File: config.mk
export PLATFORM = sky130hd
export DESIGN_NAME = bate_ctrl
export DESIGN_NICKNAME = d
export VERILOG_FILES = /design/src/rtl/bate_pkg.sv /design/src/rtl/bate_ctrl.sv
export SDC_FILE = /design/constraint.sdc
export NUM_CORES = 1
export LEC_CHECK = 0
export ABC_CLOCK_PERIOD_IN_PS = 5400
export BUFFER_PORTS_ARGS = -buffer_cell sky130_fd_sc_hd__buf_2
export CAP_MARGIN = 30
export CORE_MARGIN = 2
export CORE_UTILIZATION = 45
export DETAILED_ROUTE_END_ITERATION = 12
export PLACE_DENSITY = 0.75
export SYNTH_ARGS = -nofsm -noshare
export SYNTH_HDL_FRONTEND = slang
export SYNTH_SLANG_ARGS = --single-unit
File: constraint.sdc
create_clock -name clk -period 5.4 [get_ports clk]
set_clock_uncertainty 0.2 [all_clocks]
set_input_delay 0.27 -clock clk [delete_from_list [all_inputs] [get_ports clk]]
set_output_delay 0.27 -clock clk [all_outputs]
set_load 0.1 [all_outputs]
File: src/rtl/bate_pkg.sv
// Shared constants, codes and controller/datapath link types for the table engine.
`default_nettype none

package bate_pkg;

	localparam int DEPTH   = 256;
	localparam int VW      = 32;
	localparam int ADDR_W  = $clog2(DEPTH);
	localparam int CNT_W   = $clog2(DEPTH + 1);
	localparam int CAP_W   = 9;
	localparam int IDX_W   = 9;
	localparam int IN_W    = 32;
	localparam int RES_W   = 40;
	localparam int RI_W    = 8;
	localparam int DCNT_W  = $clog2(RES_W);

	localparam logic signed [VW-1:0] VAL_MAX = {1'b0, {(VW-1){1'b1}}};
	localparam logic signed [VW-1:0] VAL_MIN = {1'b1, {(VW-1){1'b0}}};

	typedef enum logic [3:0] {
		CMD_APPEND = 4'd0,
		CMD_INSERT = 4'd1,
		CMD_DELETE = 4'd2,
		CMD_SRCH   = 4'd3,
		CMD_SRCH_T = 4'd4,
		CMD_SRCH_H = 4'd5,
		CMD_BINARY = 4'd6,
		CMD_GET    = 4'd7,
		CMD_SET    = 4'd8,
		CMD_MAX    = 4'd9,
		CMD_MIN    = 4'd10,
		CMD_SUM    = 4'd11,
		CMD_AVG    = 4'd12
	} cmd_t;

	typedef enum logic [1:0] {
		ST_OK    = 2'd0,
		ST_BAD   = 2'd1,
		ST_MISS  = 2'd2,
		ST_EMPTY = 2'd3
	} st_t;

	typedef enum logic [4:0] {
		OP_NONE,
		OP_LATCH,
		OP_APPEND,
		OP_RD_PREV,
		OP_WR_DEC,
		OP_INS_END,
		OP_RD_PTR,
		OP_DEL_CAP,
		OP_RD_NEXT,
		OP_WR_INC,
		OP_DEL_END,
		OP_NEXT,
		OP_FOUND,
		OP_SWAP_RD,
		OP_SWAP_WR,
		OP_SWAP_KEY,
		OP_RD_MID,
		OP_BIN_HIT,
		OP_BIN_STEP,
		OP_GET,
		OP_SET,
		OP_ACC,
		OP_DIV_INIT,
		OP_DIV_STEP,
		OP_FINISH
	} dp_op_t;

	typedef struct packed {
		dp_op_t op;
		st_t    status;
	} dp_ctrl_t;

	typedef struct packed {
		logic can_add;
		logic idx_le_fill;
		logic idx_lt_fill;
		logic fill_zero;
		logic ptr_gt_idx;
		logic ptr_lt_fill;
		logic ptr_next_lt_fill;
		logic ptr_zero;
		logic match;
		logic bin_open;
		logic div_last;
	} dp_stat_t;

endpackage

`default_nettype wire

File: src/rtl/bate_ctrl.sv
// Controller state machine of the table engine: sequences one command over the datapath.
`default_nettype none

module bate_ctrl (
	input  wire logic               clk,
	input  wire logic               arst_n,
	input  wire logic               start,
	input  wire logic [3:0]         command,
	input  wire bate_pkg::dp_stat_t stat,
	output bate_pkg::dp_ctrl_t      ctrl,
	output logic                    busy
);
	import bate_pkg::*;

	typedef enum logic [4:0] {
		S_IDLE, S_DECODE, S_INS_RD, S_INS_WR, S_DEL_CAP, S_DEL_RD, S_DEL_WR,
		S_SRCH_RD, S_SRCH_CMP, S_SWAP_WR, S_SWAP_KEY, S_BIN_RD, S_BIN_CMP,
		S_GET_CAP, S_RED_RD, S_RED_ACC, S_DIV, S_FINISH
	} state_t;

	state_t state_q, state_n;
	cmd_t   cmd_q, cmd_n;
	st_t    st_q, st_n;
	dp_op_t op;

	always_comb begin
		state_n = state_q;
		cmd_n   = cmd_q;
		st_n    = st_q;
		op      = OP_NONE;
		unique case (state_q)
			S_IDLE: begin
				if (start) begin
					op      = OP_LATCH;
					cmd_n   = cmd_t'(command);
					st_n    = ST_OK;
					state_n = S_DECODE;
				end
			end
			S_DECODE: begin
				unique case (cmd_q) inside
					CMD_APPEND: begin
						state_n = S_FINISH;
						if (stat.can_add) begin
							op = OP_APPEND;
						end else begin
							st_n = ST_BAD;
						end
					end
					CMD_INSERT: begin
						if (stat.can_add && stat.idx_le_fill) begin
							state_n = S_INS_RD;
						end else begin
							st_n    = ST_BAD;
							state_n = S_FINISH;
						end
					end
					CMD_DELETE, CMD_GET: begin
						if (stat.idx_lt_fill) begin
							op      = OP_RD_PTR;
							state_n = (cmd_q == CMD_GET) ? S_GET_CAP : S_DEL_CAP;
						end else begin
							st_n    = ST_BAD;
							state_n = S_FINISH;
						end
					end
					CMD_SET: begin
						state_n = S_FINISH;
						if (stat.idx_lt_fill) begin
							op = OP_SET;
						end else begin
							st_n = ST_BAD;
						end
					end
					CMD_SRCH, CMD_SRCH_T, CMD_SRCH_H: begin
						st_n    = ST_MISS;
						state_n = S_SRCH_RD;
					end
					CMD_BINARY: begin
						st_n    = ST_MISS;
						state_n = S_BIN_RD;
					end
					CMD_MAX, CMD_MIN, CMD_SUM, CMD_AVG: state_n = S_RED_RD;
					default: begin
						st_n    = ST_BAD;
						state_n = S_FINISH;
					end
				endcase
			end
			S_INS_RD: begin
				if (stat.ptr_gt_idx) begin
					op      = OP_RD_PREV;
					state_n = S_INS_WR;
				end else begin
					op      = OP_INS_END;
					state_n = S_FINISH;
				end
			end
			S_INS_WR: begin
				op      = OP_WR_DEC;
				state_n = S_INS_RD;
			end
			S_DEL_CAP: begin
				op      = OP_DEL_CAP;
				state_n = S_DEL_RD;
			end
			S_DEL_RD: begin
				if (stat.ptr_next_lt_fill) begin
					op      = OP_RD_NEXT;
					state_n = S_DEL_WR;
				end else begin
					op      = OP_DEL_END;
					state_n = S_FINISH;
				end
			end
			S_DEL_WR: begin
				op      = OP_WR_INC;
				state_n = S_DEL_RD;
			end
			S_SRCH_RD: begin
				if (stat.ptr_lt_fill) begin
					op      = OP_RD_PTR;
					state_n = S_SRCH_CMP;
				end else begin
					state_n = S_FINISH;
				end
			end
			S_SRCH_CMP: begin
				if (stat.match) begin
					st_n = ST_OK;
					if (cmd_q == CMD_SRCH || (cmd_q == CMD_SRCH_T && stat.ptr_zero)) begin
						op      = OP_FOUND;
						state_n = S_FINISH;
					end else begin
						op      = OP_SWAP_RD;
						state_n = S_SWAP_WR;
					end
				end else begin
					op      = OP_NEXT;
					state_n = S_SRCH_RD;
				end
			end
			S_SWAP_WR: begin
				op      = OP_SWAP_WR;
				state_n = S_SWAP_KEY;
			end
			S_SWAP_KEY: begin
				op      = OP_SWAP_KEY;
				state_n = S_FINISH;
			end
			S_BIN_RD: begin
				if (stat.bin_open) begin
					op      = OP_RD_MID;
					state_n = S_BIN_CMP;
				end else begin
					state_n = S_FINISH;
				end
			end
			S_BIN_CMP: begin
				if (stat.match) begin
					st_n    = ST_OK;
					op      = OP_BIN_HIT;
					state_n = S_FINISH;
				end else begin
					op      = OP_BIN_STEP;
					state_n = S_BIN_RD;
				end
			end
			S_GET_CAP: begin
				op      = OP_GET;
				state_n = S_FINISH;
			end
			S_RED_RD: begin
				if (stat.ptr_lt_fill) begin
					op      = OP_RD_PTR;
					state_n = S_RED_ACC;
				end else if (cmd_q == CMD_AVG && !stat.fill_zero) begin
					op      = OP_DIV_INIT;
					state_n = S_DIV;
				end else begin
					if (stat.fill_zero && cmd_q != CMD_SUM) begin
						st_n = ST_EMPTY;
					end
					state_n = S_FINISH;
				end
			end
			S_RED_ACC: begin
				op      = OP_ACC;
				state_n = S_RED_RD;
			end
			S_DIV: begin
				op = OP_DIV_STEP;
				if (stat.div_last) begin
					state_n = S_FINISH;
				end
			end
			S_FINISH: begin
				op      = OP_FINISH;
				state_n = S_IDLE;
			end
			default: state_n = S_IDLE;
		endcase
	end

	always_ff @(posedge clk or negedge arst_n) begin
		if (!arst_n) begin
			state_q <= S_IDLE;
			cmd_q   <= CMD_APPEND;
			st_q    <= ST_OK;
		end else begin
			state_q <= state_n;
			cmd_q   <= cmd_n;
			st_q    <= st_n;
		end
	end

	assign ctrl = '{op: op, status: st_q};
	assign busy = state_q != S_IDLE;

endmodule

`default_nettype wire

# --- Word level (Yosys, flattened, before mapping) ---
# Cells that the tools add are included.
word_totals:
  ramBits: 0
  memories: 0
  inputBits: 18
  romBits: 0
  regBits: 11
  elab_cells: 105
  latchBits: 0
op_classes:
  n_div: 0
  bitwise: 0
  order_cmp: 0
  n_addsub: 0
  eq_ne: 40
  shift: 0
  n_mul: 0
  n_reduce_logical: 21
  mux: 41
ops:
  columns: ["op", "n"]
  rows:
  - ["$pmux W5 S18", 1]
  - ["$mux W5", 17]
  - ["$pmux W5 S15", 1]
  - ["$eq A5 B4 Y1 const B", 8]
  - ["$pmux W5 S5", 1]
  - ["$mux W2", 11]
  - ["$eq A4 B4 Y1 const B", 5]
  - ["$eq A5 B3 Y1 const B", 4]
  - ["$eq A4 B3 Y1 const B", 4]
  - ["$pmux W5 S3", 1]
  - ["$ne A2 B2 Y1 const B", 6]
  - ["$eq A5 B2 Y1 const B", 2]
  - ["$eq A5 B5 Y1 const B", 2]
  - ["$pmux W2 S5", 1]
  - ["$reduce_and A10 Y1", 1]
  - ["$mux W3", 3]
  - ["$ne A3 B3 Y1 const B", 3]
  - ["$eq A4 B2 Y1 const B", 2]
  - ["$pmux W2 S4", 1]
  - ["$reduce_or A2 Y1", 4]
  - ["$reduce_or A4 Y1", 2]
  - ["$reduce_or A3 Y1", 2]
  - ["$eq A5 B1 Y1 const B", 1]
  - ["$logic_not A5 Y1", 1]
  - ["12 further kinds", 18]

# --- Longest topological paths before layout ---
# Gate-level depths: netlist (run 1).
depth:
  word_depth: 6
  mapped_depth: 7
  ltp_nobuf: 5

# --- Worst setup path after synthesis (run 1) ---
# Ideal clock, no wire load.
synth_timing:
  kind: "register to output"
  from: "register cmd_q[2]"
  to: "output port ctrl[6] (netlist bit)"
  setup_slack_ns: 1.571
  path_buffers: 2
  stages_incl_launch_ff: 7
  arrival_time_ns: 3.359
  cell_sequence: "dfrtp_1 > buf_4 > clkbuf_1 > nand3_1 > o31ai_1 > a21oi_1 > o31ai_1"
synth_lines:
  columns: ["item", "line", "text"]
  rows:
  - ["start, declared", "bate_ctrl.sv:22", "cmd_t cmd_q, cmd_n;"]
  - ["start signal, assigned", "bate_ctrl.sv:212", "cmd_q <= cmd_n;"]
  - ["end, declared", "bate_ctrl.sv:10", "output bate_pkg::dp_ctrl_t ctrl,"]

==> metrics.yaml, run 1 <==
worst_setup_path:
  r2r_cells: 5
  path_buf_inv: 1
  path_max_fanout: 18
  path_class: "reg -> out"
  critPathRequiredTime_ns: 4.93
  critical-path-max-stage-delay_ns: 0.65
  path_common_cell: "nand4_1"
  critPathCaptureType: "primary output"
  cp_num_cells: 6
  critPathLaunchType: "flip-flop"
  path_cells: "nor4bb_1 -> nand4_1 -> o21ai_0 -> a21oi_1 -> nand4_1 -> buf_2"
  critPathArrivalTime_ns: 2.41
  crit_family: "simple AND/OR/NAND/NOR gates"
  cp_slowest_cell: "dfrtp_1"
detailed_routing:
  num_vias: 1474
  drtIter0Drc: 74
  via_per_inst: 6.25
  drc: 0
  dr.pass1.iters: 4
  routed_wl_microns: 3480
  drtAntennaViolNets: 0
  wl_per_cell_microns: 14.7
final_layout:
  area_growth_pct: 7.21
  diodes: 0
  fin_util_pct: 49.4
  finalNonFillerCells: 236
  drive_gt1_share_pct: 15.8
  nets: 222
  postLayoutCellArea_sq_um: 1470
  multiInputGateArea_sq_um: 958
  nFillCells: 325
  seqCellArea_sq_um: 275
synth:
  synth_area_sq_um: 1370
  async_flop_share_pct: 100
  syn_avg_cell_area_sq_um: 7.07
  netlist_top_cells_area: "dfrtp_1 (20%), o21ai_0 (7.3%), nand2_1 (4.9%)"
  synthTopCellsByCount: "o21ai_0 (20), nand2_1 (18), dfrtp_1 (11)"
  yosysTopAreaCellShare_pct: 20.1
  yosysSeqAreaShare_pct: 20.1
  ys.flop_type: "dfrtp_1"
  synth.distinct_cells: 46
  syn_inst: 194
  yosysMostFrequentCell: "o21ai_0"
  synth_edf_count: 0
  synth-seq-cells: 11
  yosys_warnings: 0
  syn_nets: 212
  synth_top_cell_by_area: "dfrtp_1"
job:
  maxCapViolations: 0
clock_tree:
  root_buffer: "clkbuf_4"
  cts.sinks: 11
  post_cts_buffers: 0
  insertion_delay_ns: 0.27
  cts_tree: "built"
  clock_path_buffers: 2
  clk_pin_slew_ns: 0.06
  cts_buffers: 3
  htree_levels: 1
sta:
  setup_tns_ns: 0
  maxSlewViolCount: 0
  finalCritPeriodShare_pct: 53.2
  hold_violations: 0
  setup_viol: 0
  worst_pin_slew_ns: 0.726
  max_slew_margin_pct: 51.6
  fin_crit_ns: 2.88
  fmax_mhz: 348
  rsz0062_at_grt: "no"
place:
  io_buffers: 25
  place_area_sq_um: 1430
  place_congestion: 0.918
  place_inst: 231
  dp_hpwl_microns: 2560
floorplanning:
  ios: 26
  core_area_sq_um: 2980
  start_util_pct: 46.1
  die_h_microns: 59.2
  die_area_sq_um: 3500
  num_rows: 20
  die_w_microns: 59.2
min_path:
  hold_depth: 2
  min_path_type: "in -> reg"
global_route:
  grt_max_degree: 25
  grt_antenna_before_repair: 0
  grt_use_met2_pct: 35.8
  grt_use_total_pct: 21.6
  overflow: 0
  grt_pass1_wl_microns: 5850
  grt_pass1_vias: 1325
  grt.busiest_layer: "met2"
  met1_usage_pct: 29.5
  use_met3_pct: 4.15
outcome:
  status: "finished, final reports clean"
-- cell families (layout without fill, tap and decap cells) --
family,after synthesis,in the layout,share of synthesized area [%]
xor+xnor,2,2,1.28
simple gates,79,79,32.5
buf+inv,30,39,10.0
mux,9,9,7.12
compound gates,63,63,29.0
flops,11,11,20.1
-- sequential cells by signal, indices dropped and copies added, names as in the netlist --
name     flops
state_q      5
st_q         2
cmd_q        4
-- path summary, 6_finish.rpt --
check                                     startpoint              endpoint  slack, ns
worst min register to register   st_q[1]$_DFFE_PN0P_   st_q[1]$_DFFE_PN0P_       0.29
worst max register to register  cmd_q[1]$_DFFE_PN0P_   st_q[1]$_DFFE_PN0P_       2.94
worst min-delay path                      command[0]  cmd_q[0]$_DFFE_PN0P_       0.02
min in group asynchronous                     arst_n   st_q[0]$_DFFE_PN0P_       0.20
worst max-delay path            cmd_q[2]$_DFFE_PN0P_               ctrl[4]       2.52
max in group asynchronous                     arst_n   st_q[1]$_DFFE_PN0P_       4.59
-- timing repair --
action | 4_1_cts | 5_1_grt
endpoints found under the hold margin | 11 | 0
hold buffers | 1 | 0
gates resized for setup | 0 | 0
-- per-layer routing --
layer	wire length (microns)	share of wire (%)
met5	0	0
met4	27	0.78
met1	1610	46
met3	179	5.1
met2	1670	48
-- cell usage in the layout (no fill, tap or decap), types with 2 or more instances in the layout --
master,Yosys,final
o31ai_1,4,4
a311oi_1,2,2
nor2_1,10,10
mux2i_1,3,3
o22ai_1,2,2
nand2b_1,4,4
dfrtp_1,11,11
nand3_1,10,10
nor2b_1,8,8
or3_1,4,4
a21oi_1,10,10
o21ai_0,20,20
and3_1,2,2
a31oi_1,7,7
o32ai_1,2,2
and3b_1,2,2
nor4bb_1,2,2
clkbuf_4,0,3
o211ai_1,3,3
nor3b_1,4,4
inv_1,9,9
xnor2_1,2,2
mux2_1,6,6
a211oi_1,5,5
nand4_1,3,3
nor3_1,5,5
buf_2,8,25
nand2_1,18,18
-- stage by stage --
stage	hold slack [ns]	setup WS, ns
after floorplan	-0.226	1.57
after global placement	-0.0517	2.86
after detailed placement	-0.0497	2.82
after CTS	0.0129	2.52
after global routing	0.0109	2.24
final	0.0151	2.52
-- worst register-to-register path, cell delays in order (launching register included) --
cell,delay (ns)
dfrtp_1,0.69
nor2_1,0.16
and3_1,0.22
or4_1,0.54
a21oi_2,0.19
mux2_1,0.33
-- cell type report --
| class | count | area share, % |
|---|---|---|
| Inverter | 9 | 2.30 |
| Timing Repair Buffer | 26 | 9.19 |
| Sequential cell | 11 | 18.7 |
| Tap cell | 33 | 2.81 |
| Clock buffer | 4 | 1.79 |
| Multi-Input combinational cell | 153 | 65.2 |
Power of run 1 is not shown: default switching activity piles up to over one toggle a cycle in this logic, so the estimate is an artifact.
==> run 2: changes to the inputs <==
--- a/config.mk
+++ b/config.mk
@@ -5,13 +5,14 @@
 export SDC_FILE = /design/constraint.sdc
 export NUM_CORES = 1
 export LEC_CHECK = 0
-export ABC_CLOCK_PERIOD_IN_PS = 5400
+export ABC_AREA = 1
+export ABC_CLOCK_PERIOD_IN_PS = 3000
 export BUFFER_PORTS_ARGS = -buffer_cell sky130_fd_sc_hd__buf_2
 export CAP_MARGIN = 30
 export CORE_MARGIN = 2
 export CORE_UTILIZATION = 45
 export DETAILED_ROUTE_END_ITERATION = 12
-export PLACE_DENSITY = 0.75
+export PLACE_DENSITY = 0.76
 export SYNTH_ARGS = -nofsm -noshare
 export SYNTH_HDL_FRONTEND = slang
 export SYNTH_SLANG_ARGS = --single-unit
==> constraint.sdc (replaced) <==
create_clock -name clk -period 3 [get_ports clk]
set_clock_uncertainty 0.2 [all_clocks]
set_input_delay 0.15 -clock clk [delete_from_list [all_inputs] [get_ports clk]]
set_output_delay 0.15 -clock clk [all_outputs]
set_load 0.1 [all_outputs]
==> run 2 against run 1 <==
Against the previous run: first-iteration DRC count decreased by 30%; cell count rose by 23%; flip-flop and latch count stayed put; global-route usage up 1.8 points; design area grew 3.6%; hold slack gained 0.065 ns; synthesized area is 8.1% lower; highest routed layer unchanged.
==> metrics.yaml, run 2 <==
outcome:
  status: "finished, final reports clean"
power_and_ir_drop:
  powerDensity_nw_per_um2: 1190
  irDropWorstVdd_mv: 1.00
  sequentialPowerShare_pct: 16.1
  p_int_mw: 0.596
  p_sw_mw: 1.22
  swShare_pct: 67.2
  total_leakage_power_nw: 0.877
  clock_power_share_pct: 5.3
  combPwrFrac_pct: 78.6
  finalPower_mw: 1.82
detailed_routing:
  routed_wl_microns: 3450
  dr.pass1.iters: 4
  drtIter0Drc: 52
  via_per_inst: 5.27
  num_vias: 1533
  drtAntennaViolNets: 0
  wl_per_cell_microns: 11.9
  drc: 0
floorplanning:
  die_w_microns: 56.9
  core_area_sq_um: 2710
  die_h_microns: 56.9
  die_area_sq_um: 3240
  ios: 26
  start_util_pct: 46.5
  num_rows: 19
sta:
  fin_crit_ns: 2.43
  fmax_mhz: 411
  hold_violations: 0
  setup_viol: 0
  setup_tns_ns: 0
  whs_ns: 0.0797
  max_slew_margin_pct: 63.3
  finalCritPeriodShare_pct: 81.1
  worst_pin_slew_ns: 0.545
  maxSlewViolCount: 0
  fin_ws_ns: 0.566
  rsz0062_at_grt: "no"
worst_setup_path:
  critPathRequiredTime_ns: 2.65
  critPathArrivalTime_ns: 2.08
  path_class: "reg -> out"
  cp_slowest_cell: "dfrtp_1"
  critPathLaunchType: "flip-flop"
  path_max_fanout: 7
  path_buf_inv: 1
  reg2reg_slack_ns: 1.22
  critPathCaptureType: "primary output"
  path_common_cell: "nand2_1"
  path_cells: "nor2_4 -> nand2_1 -> nor2_1 -> nand2_1 -> nand2_1 -> a21oi_1 -> nand4_1 -> buf_2"
  crit_family: "simple AND/OR/NAND/NOR gates"
  critical-path-max-stage-delay_ns: 0.50
place:
  pre_cts_slack_ns: 0.863
  place_congestion: 0.943
  io_buffers: 25
  dp_hpwl_microns: 2870
  place_area_sq_um: 1430
  place_inst: 280
synth:
  syn_inst: 225
  async_flop_share_pct: 100
  synth_area_sq_um: 1260
  yosysSeqAreaShare_pct: 21.8
  synth_edf_count: 0
  synth-seq-cells: 11
  ys.flop_type: "dfrtp_1"
  yosysTopAreaCellShare_pct: 23.2
  syn_nets: 243
  synth.distinct_cells: 26
  yosys_warnings: 0
  synthTopCellsByCount: "nand2_1 (78), nor2_1 (34), inv_1 (22)"
  netlist_top_cells_area: "nand2_1 (23%), dfrtp_1 (22%), nor2_1 (10%)"
  synth_top_cell_by_area: "nand2_1"
  syn_avg_cell_area_sq_um: 5.60
  yosysMostFrequentCell: "nand2_1"
global_route:
  grt_pass1_wl_microns: 6050
  grt_max_degree: 12
  grt_use_total_pct: 23.5
  overflow: 0
  grt_antenna_before_repair: 0
  grt_pass1_vias: 1414
clock_tree:
  clk_pin_slew_ns: 0.07
  cts.sinks: 11
  cts_tree: "built"
  cts_buffers: 3
  post_cts_buffers: 0
  holdBufCountCts: 7
  htree_levels: 1
  root_buffer: "clkbuf_4"
  cts-resized-gates: 0
  clock_path_buffers: 2
  insertion_delay_ns: 0.26
final_layout:
  largest_register_ffs: 5
  top_regs: "state_q (5), cmd_q (4), st_q (2)"
  final_common_cell: "nand2_1"
  top_register: "state_q"
  mostFrequentLayoutCells: "nand2_1 (78), nor2_1 (34), buf_2 (25)"
  diodes: 0
  drive_gt1_share_pct: 20.8
  nets: 279
  fin_util_pct: 56.2
  area_growth_pct: 20.9
  postLayoutCellArea_sq_um: 1520
  finalNonFillerCells: 291
min_path:
  min_path_type: "in -> async"
job:
  maxCapViolations: 0
-- run 2: logic make-up after synthesis --
logic type,after synthesis,synth area share (%)
buf+inv,33,10.0
compound gates,24,10.8
flops,11,21.8
simple gates,157,57.3
-- run 2: final cells by class --
type / instances / area, sq um
Clock buffer: 4 / 26.3
Timing Repair Buffer: 32 / 195
Tap cell: 31 / 38.8
Sequential cell: 11 / 275
Fill cell: 293 / 1190
Multi-Input combinational cell: 181 / 866
Inverter: 32 / 121
-- run 2: power groups by stage --
stage | combinational (mW) | clock, mW | sequential [mW]
floorplan | 1.12 | 0 | 0.349
global placement | 1.41 | 0 | 0.290
detailed placement | 1.41 | 0 | 0.293
CTS | 1.43 | 0.101 | 0.290
global route | 1.55 | 0.111 | 0.305
finish | 1.43 | 0.0965 | 0.292
-- run 2: metal layers --
metal / GRT usage (%) / part of all wire, % / vias to the layer above
met3: 5.30 / 4.4 / 10
met5: 0 / 0 / -
li1: - / - / 789
met1: 28.4 / 42 / 686
met4: 7.97 / 2.5 / 0
met2: 40.7 / 51 / 48
-- run 2: final timing paths --
kind	from	end	cells after the start
min in group clk	stat[6]	state_q[1]$_DFFE_PN0P_	5
max	state_q[0]$_DFFE_PN0P_	ctrl[3]	8
min reg2reg	st_q[0]$_DFFE_PN0P_	st_q[0]$_DFFE_PN0P_	2
max reg2reg	cmd_q[0]$_DFFE_PN0P_	state_q[0]$_DFFE_PN0P_	6
max in group asynchronous	arst_n	cmd_q[1]$_DFFE_PN0P_	2
min	arst_n	state_q[2]$_DFFE_PN0P_	2
Note: power is estimated with default switching activity, not from simulation.
